<file path="src/rtl/core/adm_pkg.sv">
// ----------------------------------------------------------------------------
// adm_pkg
// Shared types and constants for the averaging decimator with downmix.
// ----------------------------------------------------------------------------
package adm_pkg;

    // payload and register widths
    localparam int SAMPLE_W         = 16;
    localparam int CFG_W            = 4;
    localparam int CFG_IDX_W        = 2;
    localparam int MAX_CHANNELS_DEF = 8;

    // register indexes
    localparam logic [CFG_IDX_W-1:0] REG_RATE_DIVIDE = 2'd0;
    localparam logic [CFG_IDX_W-1:0] REG_CHAN_COUNT  = 2'd1;
    localparam logic [CFG_IDX_W-1:0] REG_MONO        = 2'd2;

    // register reset values
    localparam logic [CFG_W-1:0] RATE_RESET  = 4'd1;
    localparam logic [CFG_W-1:0] CHAN_RESET  = 4'd2;

    // divider codes that take effect
    localparam logic [CFG_W-1:0] RATE_DIV2 = 4'd2;
    localparam logic [CFG_W-1:0] RATE_DIV4 = 4'd4;

    // output channel codes
    localparam logic CHAN_LEFT  = 1'b0;
    localparam logic CHAN_RIGHT = 1'b1;

    // controller to datapath commands
    typedef struct packed {
        logic accept;    // input request taken this cycle
        logic div_load;  // latch dividend and divisor
        logic div_step;  // one restoring divide step
        logic out_load;  // move quotient into output register
    } t_adm_cmd;

    // datapath to controller status
    typedef struct packed {
        logic fire;      // current sample closes a group and yields a result
    } t_adm_status;

endpackage

</file>
<file path="src/rtl/core/adm_ctrl.sv">
// ----------------------------------------------------------------------------
// adm_ctrl
// Controller: input/output handshake, divide step counter, output valid.
// ----------------------------------------------------------------------------
module adm_ctrl
    import adm_pkg::*;
#(
    parameter int STEPS = 21
) (
    input  logic        i_clk,
    input  logic        i_rst_n,
    input  logic        i_valid,
    output logic        o_stall,
    output logic        o_valid,
    input  logic        i_stall,
    input  t_adm_status i_status,
    output t_adm_cmd    o_cmd
);

    localparam int CNT_W = $clog2(STEPS + 1);

    typedef enum logic [1:0] {
        S_IDLE,
        S_DIV,
        S_HOLD
    } t_state;

    t_state           r_state, n_state;
    logic [CNT_W-1:0] r_cnt, n_cnt;
    logic             r_valid, n_valid;

    // commands
    always_comb begin
        o_stall         = (r_state != S_IDLE);
        o_cmd.accept    = (r_state == S_IDLE) && i_valid;
        o_cmd.div_load  = o_cmd.accept && i_status.fire;
        o_cmd.div_step  = (r_state == S_DIV);
        o_cmd.out_load  = (r_state == S_HOLD) && (!r_valid || !i_stall);
    end

    // next state
    always_comb begin
        n_state = r_state;
        n_cnt   = r_cnt;
        n_valid = r_valid;
        if (r_valid && !i_stall) begin
            n_valid = 1'b0;
        end
        case (r_state)
            S_IDLE: begin
                if (o_cmd.div_load) begin
                    n_state = S_DIV;
                    n_cnt   = CNT_W'(STEPS);
                end
            end
            S_DIV: begin
                n_cnt = r_cnt - 1'b1;
                if (r_cnt == CNT_W'(1)) begin
                    n_state = S_HOLD;
                end
            end
            S_HOLD: begin
                if (o_cmd.out_load) begin
                    n_valid = 1'b1;
                    n_state = S_IDLE;
                end
            end
            default: n_state = S_IDLE;
        endcase
    end

    // state and registered outputs
    always_ff @(posedge i_clk) begin
        if (!i_rst_n) begin
            r_state <= S_IDLE;
            r_cnt   <= '0;
            r_valid <= 1'b0;
        end else begin
            r_state <= n_state;
            r_cnt   <= n_cnt;
            r_valid <= n_valid;
        end
    end

    assign o_valid = r_valid;

endmodule

</file>
<file path="src/rtl/core/adm_dp.sv">
// ----------------------------------------------------------------------------
// adm_dp
// Datapath: config registers, channel/frame position, group sums, serial
// restoring divider and output payload register.
// ----------------------------------------------------------------------------
module adm_dp
    import adm_pkg::*;
#(
    parameter int MAX_CHANNELS = MAX_CHANNELS_DEF
) (
    input  logic                       i_clk,
    input  logic                       i_rst_n,
    input  logic                       i_cfg_we,
    input  logic [CFG_IDX_W-1:0]       i_cfg_index,
    input  logic [CFG_W-1:0]           i_cfg_data,
    input  logic signed [SAMPLE_W-1:0] i_sample,
    input  t_adm_cmd                   i_cmd,
    output t_adm_status                o_status,
    output logic signed [SAMPLE_W-1:0] o_average,
    output logic                       o_out_channel
);

    // sum covers 4 frames of MAX_CHANNELS samples
    localparam int SUM_W = SAMPLE_W + $clog2(4 * MAX_CHANNELS);
    localparam int DVS_W = $clog2(4 * MAX_CHANNELS + 1);
    localparam int POS_W = (MAX_CHANNELS > 1) ? $clog2(MAX_CHANNELS) : 1;

    // config registers
    logic [CFG_W-1:0] r_rate_req;
    logic [CFG_W-1:0] r_chan_cnt;
    logic             r_mono_req;

    // group state
    logic signed [SUM_W-1:0] r_sum_left, r_sum_right;
    logic [POS_W-1:0]        r_pos;
    logic [1:0]              r_frame;

    // divider state
    logic [SUM_W-1:0] r_quo;
    logic [DVS_W-1:0] r_rem;
    logic [DVS_W-1:0] r_divisor;
    logic             r_neg;
    logic             r_chan;

    // effective settings
    logic [2:0]       eff_div;
    logic [1:0]       div_shift;
    logic [CFG_W-1:0] eff_ch;
    logic             mono;
    logic             last_frame;
    logic             last_chan;
    logic             at_left, at_right;

    always_comb begin
        if (r_rate_req == RATE_DIV2) begin
            eff_div   = 3'd2;
            div_shift = 2'd1;
        end else if (r_rate_req == RATE_DIV4) begin
            eff_div   = 3'd4;
            div_shift = 2'd2;
        end else begin
            eff_div   = 3'd1;
            div_shift = 2'd0;
        end
        // channel_count never exceeds 15, so a saturated value fits CFG_W
        if (r_chan_cnt == '0) begin
            eff_ch = CFG_W'(1);
        end else if (int'(r_chan_cnt) > MAX_CHANNELS) begin
            eff_ch = CFG_W'(MAX_CHANNELS);
        end else begin
            eff_ch = r_chan_cnt;
        end
        mono       = r_mono_req || (eff_ch == CFG_W'(1));
        last_frame = ({1'b0, r_frame} == (eff_div - 3'd1));
        last_chan  = (CFG_W'(r_pos) == (eff_ch - CFG_W'(1)));
        at_left    = (r_pos == POS_W'(0));
        at_right   = (r_pos == POS_W'(1));
    end

    // accumulate and detect group end
    logic signed [SUM_W-1:0] s_ext;
    logic signed [SUM_W-1:0] add_left, add_right;
    logic signed [SUM_W-1:0] dividend;
    logic [SUM_W-1:0]        dividend_mag;
    logic [DVS_W-1:0]        divisor;
    logic                    res_chan;

    always_comb begin
        s_ext     = SUM_W'(i_sample);
        add_left  = r_sum_left + s_ext;
        add_right = r_sum_right + s_ext;
        o_status.fire = 1'b0;
        dividend  = add_left;
        res_chan  = CHAN_LEFT;
        divisor   = DVS_W'(eff_div);
        if (mono) begin
            o_status.fire = last_frame && last_chan;
            divisor       = DVS_W'(eff_ch) << div_shift;
        end else if (at_left) begin
            o_status.fire = last_frame;
        end else if (at_right) begin
            o_status.fire = last_frame;
            dividend      = add_right;
            res_chan      = CHAN_RIGHT;
        end
        dividend_mag = dividend[SUM_W-1] ? (~dividend + 1'b1) : dividend;
    end

    // position advance
    logic [CFG_W-1:0] pos_inc;
    logic [2:0]       frame_inc;

    assign pos_inc   = CFG_W'(r_pos) + CFG_W'(1);
    assign frame_inc = {1'b0, r_frame} + 3'd1;

    // config, sums and position
    always_ff @(posedge i_clk) begin
        if (!i_rst_n) begin
            r_rate_req  <= RATE_RESET;
            r_chan_cnt  <= CHAN_RESET;
            r_mono_req  <= 1'b0;
            r_sum_left  <= '0;
            r_sum_right <= '0;
            r_pos       <= '0;
            r_frame     <= '0;
        end else if (i_cfg_we) begin
            case (i_cfg_index)
                REG_RATE_DIVIDE: r_rate_req <= i_cfg_data;
                REG_CHAN_COUNT:  r_chan_cnt <= i_cfg_data;
                REG_MONO:        r_mono_req <= i_cfg_data[0];
                default: ;
            endcase
            r_sum_left  <= '0;
            r_sum_right <= '0;
            r_pos       <= '0;
            r_frame     <= '0;
        end else if (i_cmd.accept) begin
            if (mono || at_left) begin
                r_sum_left <= o_status.fire ? '0 : add_left;
            end else if (at_right) begin
                r_sum_right <= o_status.fire ? '0 : add_right;
            end
            if (pos_inc >= eff_ch) begin
                r_pos <= '0;
                if (frame_inc >= eff_div) begin
                    r_frame <= '0;
                end else begin
                    r_frame <= frame_inc[1:0];
                end
            end else begin
                r_pos <= POS_W'(pos_inc);
            end
        end
    end

    // restoring divide step on magnitudes
    logic [DVS_W:0] rem_sh;
    logic [DVS_W:0] rem_sub;
    logic           q_bit;

    always_comb begin
        rem_sh  = {r_rem, r_quo[SUM_W-1]};
        rem_sub = rem_sh - {1'b0, r_divisor};
        q_bit   = (rem_sh >= {1'b0, r_divisor});
    end

    always_ff @(posedge i_clk) begin
        if (i_cmd.div_load) begin
            r_quo     <= dividend_mag;
            r_rem     <= '0;
            r_divisor <= divisor;
            r_neg     <= dividend[SUM_W-1];
            r_chan    <= res_chan;
        end else if (i_cmd.div_step) begin
            r_quo <= {r_quo[SUM_W-2:0], q_bit};
            r_rem <= q_bit ? rem_sub[DVS_W-1:0] : rem_sh[DVS_W-1:0];
        end
    end

    // output payload, sign restored (truncation toward zero)
    logic [SUM_W-1:0] quo_signed;

    assign quo_signed = r_neg ? (~r_quo + 1'b1) : r_quo;

    always_ff @(posedge i_clk) begin
        if (i_cmd.out_load) begin
            o_average     <= quo_signed[SAMPLE_W-1:0];
            o_out_channel <= r_chan;
        end
    end

endmodule

</file>
<file path="src/rtl/core/averaging_decimator_downmix.sv">
// An item with no result is taken without a stall. An item that closes a
// group loads the bit-serial restoring divider, which steps in S_DIV; the
// quotient then waits in S_HOLD until the output register is free.
// Throughput: 1 item per cycle between group ends; input stalls from a group
// end until its result is loaded. Reset (synchronous, active low) restores
// default settings and clears sums, position and the output register valid.
// ----------------------------------------------------------------------------
// averaging_decimator_downmix
// Boxcar averaging decimator with optional mono downmix of interleaved
// signed 16-bit samples.
// ----------------------------------------------------------------------------
module averaging_decimator_downmix
    import adm_pkg::*;
#(
    parameter int MAX_CHANNELS = MAX_CHANNELS_DEF
) (
    input  logic                       i_clk,
    input  logic                       i_rst_n,
    input  logic                       i_cfg_we,
    input  logic [CFG_IDX_W-1:0]       i_cfg_index,
    input  logic [CFG_W-1:0]           i_cfg_data,
    input  logic                       i_valid,
    output logic                       o_stall,
    input  logic signed [SAMPLE_W-1:0] i_sample,
    output logic                       o_valid,
    input  logic                       i_stall,
    output logic signed [SAMPLE_W-1:0] o_average,
    output logic                       o_out_channel
);

    localparam int SUM_W = SAMPLE_W + $clog2(4 * MAX_CHANNELS);

    t_adm_cmd    cmd;
    t_adm_status status;

    // controller
    adm_ctrl #(
        .STEPS (SUM_W)
    ) u_ctrl (
        .i_clk    (i_clk),
        .i_rst_n  (i_rst_n),
        .i_valid  (i_valid),
        .o_stall  (o_stall),
        .o_valid  (o_valid),
        .i_stall  (i_stall),
        .i_status (status),
        .o_cmd    (cmd)
    );

    // datapath
    adm_dp #(
        .MAX_CHANNELS (MAX_CHANNELS)
    ) u_dp (
        .i_clk         (i_clk),
        .i_rst_n       (i_rst_n),
        .i_cfg_we      (i_cfg_we),
        .i_cfg_index   (i_cfg_index),
        .i_cfg_data    (i_cfg_data),
        .i_sample      (i_sample),
        .i_cmd         (cmd),
        .o_status      (status),
        .o_average     (o_average),
        .o_out_channel (o_out_channel)
    );

endmodule

</file>
<file path="config.mk">
export PLATFORM = sky130hd
export DESIGN_NAME = averaging_decimator_downmix
export DESIGN_NICKNAME = d
export VERILOG_FILES = /design/src/rtl/core/adm_pkg.sv /design/src/rtl/core/adm_ctrl.sv /design/src/rtl/core/adm_dp.sv /design/src/rtl/core/averaging_decimator_downmix.sv
export SDC_FILE = /design/constraint.sdc
export NUM_CORES = 1
export LEC_CHECK = 0
export BUFFER_PORTS_ARGS = -buffer_cell sky130_fd_sc_hd__buf_2
export CAP_MARGIN = 20
export CORE_MARGIN = 2
export CORE_UTILIZATION = 40
export DETAILED_ROUTE_END_ITERATION = 10
export HOLD_SLACK_MARGIN = 0.12
export PLACE_DENSITY = 0.57
export SYNTH_ARGS = -nofsm -noshare
export SYNTH_HDL_FRONTEND = slang
export SYNTH_HIERARCHICAL = 1
export SYNTH_SLANG_ARGS = --single-unit
</file>
<file path="constraint.sdc">
create_clock -name i_clk -period 6.5 [get_ports i_clk]
set_input_delay 0.325 -clock i_clk [delete_from_list [all_inputs] [get_ports i_clk]]
set_output_delay 0.325 -clock i_clk [all_outputs]
set_load 0.1 [all_outputs]
</file>
# After elaboration in Yosys (flattened, before gate mapping)
# Index checks and enable logic that the tools add are counted.
word_totals:
  wordCells: 110
  ff_bits: 116
  out_inout_bits: 19
op_classes:
  n_eq_ne: 14
  n_lt_le_gt_ge: 4
  addsub: 10
  n_bitwise: 4
  n_reduce_logical: 27
  shift: 1
  muxes: 32
ops:
  columns: ["operator", "n"]
  rows:
  - ["21-bit two-way mux", 8]
  - ["21-bit by 16-bit adder with 21-bit output", 2]
  - ["21-bit by 1-bit adder with 21-bit output, second input constant", 1]
  - ["21-bit NOT", 1]
  - ["16-bit by 1-bit adder with 16-bit output, second input constant", 1]
  - ["16-bit two-way mux", 1]
  - ["16-bit NOT", 1]
  - ["2-bit two-way mux", 6]
  - ["3-bit two-way mux", 4]
  - ["2-bit AND reduction", 6]
  - ["5-bit case mux with 2 select lines", 1]
  - ["4-bit two-way mux", 2]
  - ["7-bit by 6-bit >= comparator with 1-bit output", 1]
  - ["1-bit two-way mux", 7]
  - ["6-bit two-way mux", 1]
  - ["2-bit case mux with 3 select lines", 1]
  - ["3-bit AND reduction", 2]
  - ["2-bit nonzero test", 3]
  - ["4-bit by 2-bit << shifter with 6-bit output", 1]
  - ["6-bit subtractor", 1]
  - ["5-bit by 1-bit == test with 1-bit output, second input constant", 1]
  - ["1-bit logical AND", 5]
  - ["5-bit two-way mux", 1]
  - ["5-bit by 1-bit subtractor with 5-bit output, second input constant", 1]
  - ["24 further kinds", 33]

# Logic depth before layout (Yosys ltp)
logic_depth:
  ltp_word: 11
  depth_mapped: 17
  depth_no_buf: 16

# By module
# The synthesis kept the hierarchy.
by_module_without_submodules:
  columns: ["mod", "cells_per_inst", "instances", "seq_area_each_um2", "area_per_inst_um2"]
  rows:
  - ["adm_dp", 943, 1, 2622.5, 8060.2]
  - ["adm_ctrl", 47, 1, 160.2, 425.4]

# Worst setup path before layout
# OpenSTA, ideal clock, no wires.
synth_path:
  path_type: "reg-to-reg"
  from: "reg u_dp.r_chan_cnt[1]"
  to: "reg u_dp.r_quo[16] (data pin)"
  path_buffers: 3
  path_slack_ns: 2.620
  path_stages_with_launch: 18
  setup_ns: 0.259
  period_less_slack_ns: 3.880
  arrival_time_ns: 3.621
  t_required_ns: 6.241
  cell_sequence: "dfxtp_1 -> nor2_1 -> nor2_1 -> nor2_1 -> ha_1 -> or3b_4 -> nand3_4 -> buf_6 -> buf_2 -> buf_1 -> mux2i_1 -> ha_1 -> nand3_1 -> nor4_1 -> nand3_1 -> or3_1 -> mux2i_1 -> a211o_1"
synth_between:
  elab_chain_cells: 10
  word_cells_on_any_way: 16
  cone_classes: "add/sub: 2; order compare: 1; eq/ne: 2; mux: 6; bitwise: 1; reduce/logical: 4"
synth_rtl:
  columns: ["item", "line", "source"]
  rows:
  - ["start: declaration", "adm_dp.sv:30", "logic [CFG_W-1:0] r_chan_cnt;"]
  - ["start signal: assignment", "adm_dp.sv:129", "REG_CHAN_COUNT: r_chan_cnt <= i_cfg_data;"]
  - ["4-bit greater-than comparator", "adm_dp.sv:68", "end else if (int'(r_chan_cnt) > MAX_CHANNELS) begin"]
  - ["4-bit two-way mux", "adm_dp.sv:68", null]
  - ["4-bit two-way mux (*)", "adm_dp.sv:66", "if (r_chan_cnt == '0) begin"]
  - ["4-bit by 1-bit == test with 1-bit output", "adm_dp.sv:73", "mono = r_mono_req || (eff_ch == CFG_W'(1));"]
  - ["1-bit logical OR", "adm_dp.sv:73", null]
  - ["21-bit two-way mux", "adm_dp.sv:96", "if (mono) begin"]
  - ["21-bit NOT", "adm_dp.sv:106", "dividend_mag = dividend[SUM_W-1] ? (~dividend + 1'b1) : dividend;"]
  - ["21-bit by 1-bit adder with 21-bit output", "adm_dp.sv:106", null]
  - ["21-bit two-way mux", "adm_dp.sv:106", null]
  - ["21-bit two-way mux (*)", "adm_dp.sv:168", "if (i_cmd.div_load) begin"]
  - ["end signal: assignment", "adm_dp.sv:169", "r_quo <= dividend_mag;"]
  - ["end signal: assignment", "adm_dp.sv:175", "r_quo <= {r_quo[SUM_W-2:0], q_bit};"]
  - ["end: declaration", "adm_dp.sv:39", "logic [SUM_W-1:0] r_quo;"]
# Every way passes the cells marked *; elsewhere a longest branch is shown, timed or not.
# A chain may end at the register's enable or synchronous reset.

==> impl_metrics.csv <==
group,metric,value,unit
run_status,status,"completed",
sta,timing.slew.headroom,36.9,%
setup_path,path_max_fanout,30,
place,placed_cells,1269,
detailed_routing,drc,0,
sta,fin_crit,5.29,ns
pwr,p_comb_share,22.7,%
synthesis,ys_types,83,
min_path,min_path_type,"in2reg",
cts,postCtsResizedCells,0,
global_route,met2_usage,29.4,%
finish,drive_gt1_share,12.2,%
cts,cts_tree,"yes",
synthesis,syn_nets,1084,
synthesis,yosysMostFrequentCell,"nand2_1",
setup_path,crit_path_start_kind,"register",
cts,holdBufCountCts,0,
finish,finalInstanceArea,9490,um^2
floorplanning,fp.dieW,150,um
setup_path,cp_common_cell,"nor2_1",
pwr,p_int,1610,uW
synthesis,synth-seq-cells,116,
synthesis,yosysTopAreaCell,"dfxtp_1",
setup_path,critical-path-max-stage-delay,0.94,ns
global_route,antenna_found_initial,0,
sta,fin_skew,0.0100,ns
setup_path,crit_family,"simple AND/OR/NAND/NOR gates",
synthesis,synth_top_family_by_area,"compound AO/OA/AOI/OAI gates",
synthesis,synth-compound-area-share,21.2,%
global_route,grt_pass1_wl,34200,um
setup_path,endpoint_kind,"register",
finish,diodes,0,
sta,maxSlewViolCount,0,
place,dp_hpwl,15500,um
sta,tns,0,ns
synthesis,syn_inst,990,
finish,area_growth,11.9,%
sta,worst_pin_slew,0.946,ns
floorplanning,initial_utilization,40.6,%
cts,htreeDepth,4,
place,io_buffers,45,
cts,clk_path_buf_depth,2,
detailed_routing,drt_pass1_iterations,6,
pwr,leakage,0.00373,uW
place,gp_congestion,0.867,
synthesis,avgSynthCellArea,8.57,um^2
synthesis,synth_top_area_share,16.5,%
finish,final_cells,1302,
pwr,ir_drop,0.177,mV
synthesis,ys_seq_area_share,32.8,%
sta,rsz0062_at_grt,"false",
detailed_routing,drtAntennaViolNets,0,
cts,clk_pin_slew,0.06,ns
synthesis,ys.flop_type,"dfxtp_1",
synthesis,synthSimpleGateAreaFrac,20.1,%
synthesis,synth_fa_ha_area_share,10.1,%
synthesis,synth_area_leaders,"dfxtp_1 (17%), edfxtp_1 (16%), ha_1 (9.4%)",
floorplanning,die_h,150,um
cts,cts.root.buffer_cell,"clkbuf_16",
floorplanning,die_area,22400,um^2
detailed_routing,first_iter_violations,430,
global_route,busiest_layer,"met2",
synthesis,ys_warn_count,6,
synthesis,synth_xor_area_share,7.12,%
place,pre_cts_slack,1.20,ns
sta,setup_viol,0,
detailed_routing,avgViaCountPerCell,5.50,
setup_path,arrival,5.46,ns
synthesis,syn-cell-area,8490,um^2
floorplanning,coreArea,20900,um^2
global_route,grt_max_degree,46,
floorplanning,num_rows,53,
detailed_routing,totalWireLength,21000,um
sta,setup_slack,1.21,ns
pwr,netSwitchingPower,780,uW
pwr,clock_power_share,38.7,%
cts,clk_latency,0.42,ns
cts,cts_buffers,17,
finish,nets,1108,
setup_path,cp_slowest_cell,"inv_1",
setup_path,required,6.67,ns
detailed_routing,via_count,7156,
floorplanning,io_pins,46,
setup_path,criticalPathCategory,"reg2reg",
pwr,pwr_density_cell,251,nW/um^2
sta,period_share,81.4,%
synthesis,synth_edf_count,46,
cts,cts_setup_buffers,0,
pwr,pwr-share-seq,38.5,%
global_route,grtUsageTotal,19.3,%
global_route,gr-usage-met1,28.3,%
global_route,grt_util_met3,3.51,%
cts,cts_num_sinks,116,
setup_path,worstPathCellList,"nor2_1, nor2_1, nor2_1, ha_1, or3b_4, nand2_1, nand3_1, o22a_1, o22ai_1, nand3_1, inv_1, and4bb_1, buf_4, mux2_2",
finish,fillers,2024,
global_route,gr-total-overflow,0,
sta,finalHoldViolations,0,
sta,hold_ws,0.141,ns
sta,fmax,0.189,GHz
job,drv_cap,0,
detailed_routing,post_drt_wl_per_cell,16.1,um
pwr,switching_share,32.7,%
setup_path,cp_num_buf_inv,2,
synthesis,synth_mux_area_share,4.45,%
place,dpl_cell_area,8910,um^2
synthesis,async_reset_ff_share,0,%
synthesis,netlist_top_cells_count,"nand2_1 (94), a21oi_1 (92), nor2_1 (77)",
global_route,grt_pass1_vias,6554,
path summary, 6_finish.rpt:
| kind | from | endpoint | slack (ns) | cells past startpoint |
|---|---|---|---|---|
| worst min-delay path | i_cfg_data[1] | u_dp/r_chan_cnt[1] | 0.14 | 3 |
| worst min register to register | u_dp/r_chan | u_dp/o_out_channel | 0.45 | 0 |
| worst max register to register | u_dp/r_chan_cnt[2] | u_dp/r_quo[14] | 1.21 | 14 |
| worst max-delay path | u_dp/r_chan_cnt[2] | u_dp/r_quo[14] | 1.21 | 14 |
layout make-up:
type	instances	area, um^2	area share, %
multi-input combinational	787	5360	56.5
sequential	116	2780	29.3
clock buffer	17	425	4.48
tap	275	344	3.63
timing repair buffer	52	282	2.97
inverter	40	150	1.58
clock inverter	15	146	1.54
layout by cell type (no fill, tap or decap), types with 22 or more instances in the layout:
master / instances
inv_1: 39
dfxtp_1: 70
mux2i_1: 22
a21oi_1: 91
buf_2: 45
o21ai_0: 41
nor3_1: 32
ha_1: 64
nand2_1: 94
nor2_1: 77
edfxtp_1: 46
nand3_1: 40
xnor2_1: 48
metrics by stage:
stage	power [uW]	util, %
2_1_floorplan	1340	-
3_3_place_gp	1470	42.6
3_5_place_dp	1470	42.6
4_1_cts	2410	45.4
5_1_grt	2520	45.4
6_report	2390	45.4
logic make-up (layout without fill, tap and decap cells):
logic type                 count (synthesis)  after routing
adders and majority gates                 67             67
AOI/OAI and AO/OA                        272            272
DFF                                      116            116
buffers and inverters                     87            124
muxes                                     36             36
xor gates and xnor gates                  69             69
and+or+nand+nor                          343            343
flip-flops by register name, indices dropped and copies added (netlist names), 3 cells and up:
name              flops
u_dp/r_rate_req       4
u_dp/r_divisor        6
u_dp/r_pos            3
u_ctrl/r_cnt          5
u_dp/r_chan_cnt       4
u_dp/o_average       16
u_dp/r_sum_right     21
u_dp/r_rem            6
u_dp/r_quo           21
u_dp/r_sum_left      21
layer usage:
layer / part of all wire (%) / wire length, um / up-vias
met2: 44 / 9220 / 134
met3: 3.9 / 829 / 15
met1: 51 / 10800 / 3341
li1: - / - / 3666
met4: 0.85 / 179 / 0
met5: 0 / 0 / -
power groups by stage:
| stage | Sequential, uW | Clock [uW] | Combinational (uW) |
|---|---|---|---|
| 3_5_place_dp | 934 | 0 | 538 |
| 2_1_floorplan | 925 | 0 | 417 |
| 4_1_cts | 919 | 944 | 544 |
| 6_report | 919 | 924 | 542 |
| 3_3_place_gp | 932 | 0 | 533 |
| 5_1_grt | 928 | 974 | 615 |
worst register-to-register path, delay by kind of cell, from the launching register on:
family / cells / cell delay [ns]
multiplexers: 1 / 0.39
AO/OA/AOI/OAI: 2 / 0.38
AND/OR/NAND/NOR: 8 / 2.38
adder cells (fa/ha/maj): 1 / 0.19
buffers and inverters: 2 / 1.36
flip-flops: 1 / 0.34
No activity file was read; power rests on OpenSTA's default activity.
